File: config.mk
export PLATFORM = sky130hd
export DESIGN_NAME = bli_store
export DESIGN_NICKNAME = d
export VERILOG_FILES = /design/src/rtl/bli_pkg.sv /design/src/rtl/bli_store.sv
export SDC_FILE = /design/constraint.sdc
export NUM_CORES = 1
export LEC_CHECK = 0
export ABC_AREA = 1
export BUFFER_PORTS_ARGS = -buffer_cell sky130_fd_sc_hd__buf_4
export CORE_UTILIZATION = 25
export CTS_CLUSTER_SIZE = 20
export DETAILED_ROUTE_END_ITERATION = 10
export MAX_ROUTING_LAYER = met4
export PLACE_DENSITY = 0.44
export SLEW_MARGIN = 10
export SYNTH_ARGS = -nofsm -noshare
export SYNTH_HDL_FRONTEND = slang
export SYNTH_SLANG_ARGS = --single-unit
File: constraint.sdc
create_clock -name i_clk -period 2.5 [get_ports i_clk]
set_input_delay 0.375 -clock i_clk [delete_from_list [all_inputs] [get_ports i_clk]]
set_output_delay 0.375 -clock i_clk [all_outputs]
set_load 0.1 [all_outputs]
File: src/rtl/bli_pkg.sv
// Shared constants, codes and types of the bounded list core.
package bli_pkg;

    localparam int CAPACITY = 32;
    localparam int AW       = (CAPACITY > 1) ? $clog2(CAPACITY) : 1;
    localparam int CW       = $clog2(CAPACITY + 1);
    localparam int DEPTH    = 2 ** AW;
    localparam int VW       = 32;
    localparam int PW       = 8;
    localparam int FW       = 2;

    typedef enum logic [FW-1:0] {
        FN_PUSH_FRONT = 2'd0,
        FN_PUSH_BACK  = 2'd1,
        FN_DELETE     = 2'd2,
        FN_REPORT     = 2'd3
    } t_func;

    // Store access request from the sequencer.
    typedef struct packed {
        logic          we;
        logic [AW-1:0] waddr;
        logic [VW-1:0] wdata;
        logic [AW-1:0] raddr;
    } t_mem_req;

    // One result handed to the output register.
    typedef struct packed {
        logic                 valid;
        logic signed [VW-1:0] entry_value;
        logic                 is_last;
        logic                 list_empty;
        logic                 dropped;
    } t_res;

endpackage

File: src/rtl/bli_store.sv
// Entry store: one write port, one read port, registered read data.
module bli_store import bli_pkg::*; (
    input  logic          i_clk,
    input  t_mem_req      i_req,
    output logic [VW-1:0] o_rdata
);

    logic [VW-1:0] r_mem [DEPTH];
    logic [VW-1:0] r_rdata;

    always_ff @(posedge i_clk) begin
        if (i_req.we) begin
            r_mem[i_req.waddr] <= i_req.wdata;
        end
        r_rdata <= r_mem[i_req.raddr];
    end

    assign o_rdata = r_rdata;

endmodule

==> results.sh <==
export IMPL_routed_wl_mm=134
export IMPL_r2r_slack_ps=1290
export IMPL_drt_pass1_iter_count=5
export IMPL_hp_class="in2reg"
export IMPL_path_class="reg2out"
export IMPL_antenna_found_initial=3
export IMPL_cp_arrival_ps=1680
export IMPL_holdWs_ps=49.9
export IMPL_synth_ff_type="edfxtp_1"
export IMPL_ys_types=14
export IMPL_p_sw_share_pct=24.0
export IMPL_gr_total_overflow=0
export IMPL_cts_tree="built"
export IMPL_wl_per_cell_um=22.5
export IMPL_yosysMostFrequentCell="nand2_1"
export IMPL_initialDrtViolationCount=1951
export IMPL_netlist_area_mm2=0.0424
export IMPL_clock_skew_ps=31.1
export IMPL_powerDensity_mw_per_mm2=788
export IMPL_dp_cells=5726
export IMPL_rows=150
export IMPL_tightest_slew_ps=544
export IMPL_clk_path_buf_depth=3
export IMPL_die_w_um=414
export IMPL_clk_pin_slew_ps=60
export IMPL_clkSinkCount=1056
export IMPL_cp_slowest_cell="dfxtp_1"
export IMPL_cp_max_fo=1
export IMPL_hold_viol=0
export IMPL_syn_nets=3580
export IMPL_postRouteAntennaNets=0
export IMPL_power_frac_clock_pct=42.3
export IMPL_synth_edf_count=1024
export IMPL_numCtsBuffers=115
export IMPL_insertion_delay_ps=740
export IMPL_gp_congestion=0.734
export IMPL_slew_headroom_pct=63.7
export IMPL_power_leakage_nw=17.9
export IMPL_dp_hpwl_mm=68.4
export IMPL_grt_setup_unrepaired="no"
export IMPL_dieHeight_um=414
export IMPL_grt_use_total_pct=16.0
export IMPL_switchingPower_mw=9.44
export IMPL_p_seq_share_pct=50.3
export IMPL_initial_core_util_pct=25.3
export IMPL_area_growth_pct=17.8
export IMPL_synth_top_area_share_pct=72.5
export IMPL_yosysSeqAreaShare_pct=74.0
export IMPL_fin_crit_ps=2050
export IMPL_synth_warnings=0
export IMPL_syn_area_per_cell_um2=12.0
export IMPL_synthArstFlopShare_pct=0
export IMPL_vdd_drop_max_mv=0.526
export IMPL_min_period_over_period_pct=82.1
export IMPL_syn_inst=3536
export IMPL_cts_root_buf="clkbuf_16"
export IMPL_core_region_area_mm2=0.168
export IMPL_drive_above_1_share_pct=10.6
export IMPL_end_kind="output port"
export IMPL_cp_cell_sequence="buf_4"
export IMPL_htree_levels=3
export IMPL_yosysTopAreaCell="edfxtp_1"
export IMPL_grt_pass1_vias=26224
export IMPL_outcome="finished, final reports clean"
export IMPL_ys_seq_elements=1056
export IMPL_fmax_mhz=487
export IMPL_worstPathRequired_ps=2120
export IMPL_internal_power_mw=29.9
export IMPL_cpPeakStageDelay_ps=560
export IMPL_vias=26802
export IMPL_viasPerCell=4.51
export IMPL_grt_pass1_wl_mm=192
export IMPL_die_area_mm2=0.171
export IMPL_fin_nets=3685
export IMPL_synth_common_cells="nand2_1, edfxtp_1, nand3_1"
export IMPL_cts_resized=0
export IMPL_crit_family="flip-flops"
export IMPL_drc=0
export IMPL_slew_violations=0
export IMPL_finalSetupTns_ps=0
export IMPL_ys_top_cells_by_area="edfxtp_1, nand2_1, nand3_1"
export IMPL_instances_no_fill=5946
export IMPL_design_portCount=76
export IMPL_pwr_share_comb_pct=7.4
export IMPL_path_buf_inv=1
export IMPL_io_buffers=75
export IMPL_setup_violations=0
export IMPL_grt_max_degree=83
export IMPL_critPathLaunchType="flop"
export IMPL_max_cap_violations=0
final timing paths:
check	cells after the start	from	end
hold reg to reg	8	r_mem[18][12]	o_rdata[12]
hold / removal	1	i_req[10]	r_mem[30][5]
setup / recovery	1	o_rdata[20]	o_rdata[20]
setup reg to reg	8	r_mem[19][18]	o_rdata[18]
routing by layer:
layer	up-vias	share of wire, %	global-route usage (%)
met4	0	2.8	4.74
met3	183	4.2	2.25
met5	-	0	-
li1	12582	-	-
met2	593	48	25.7
met1	13444	45	21.0
repair_timing:
item                                    in CTS  in global routing
hold buffers                                 2                  0
endpoints found under the setup margin       0                  0
setup buffers                                0                  0
endpoints found under the hold margin       16                  0
cells in the final DEF, fill, tap and decap left out:
master         instances
clkbuf_1              32
bufinv_16              8
clkinv_8               1
clkinv_1              29
clkinv_16              1
inv_6                  5
diode_2                2
nand3_1              780
buf_4                134
nor2_4                32
inv_16                 3
inv_1                  5
clkinvlp_4             2
inv_2                  1
dlygate4sd3_1          2
clkbuf_8               7
buf_8                  2
clkinv_4               1
clkinv_2              15
dfxtp_1               32
edfxtp_1            1024
clkbuf_16            115
inv_8                  1
nand2_1             1440
buf_6                  1
buf_12                67
state kept, by name, indices dropped and copies added, names as in the netlist:
signal,flops
o_rdata,32
r_mem,1024
power by group through the flow:
stage,logic (mW),clock network [mW],registers [mW]
floorplan,1.35,0,20.6
global placement,2.97,0,20.2
detailed placement,2.97,0,20.2
CTS,2.97,17.1,19.8
global route,3.19,17.7,19.8
finish,2.92,16.6,19.8
cells by family after synthesis:
logic type | share of synthesized area (%)
DFF | 74.0
and+or+nand+nor | 22.2
buffers and inverters | 3.74
per-stage QoR:
step | instance area [um2] | power (mW) | worst slack, ps | utilization (%)
3_3_place_gp | 46300 | 23.1 | 380 | 27.6
2_1_floorplan | 42400 | 21.9 | 48.5 | -
6_report | 50000 | 39.4 | 447 | 29.8
4_1_cts | 50000 | 39.9 | 376 | 29.8
3_5_place_dp | 46300 | 23.1 | 371 | 27.6
5_1_grt | 50000 | 40.7 | 399 | 29.8
layout make-up:
class	instances	area, um2
fill	17124	118000
antenna	2	5.00
multi-input combinational	2252	9670
inverter	10	67.6
tap	2204	2760
clock inverter	62	564
sequential	1056	31400
clock buffer	154	3090
timing repair buffer	206	2410
(Power assumes the default switching activity.)
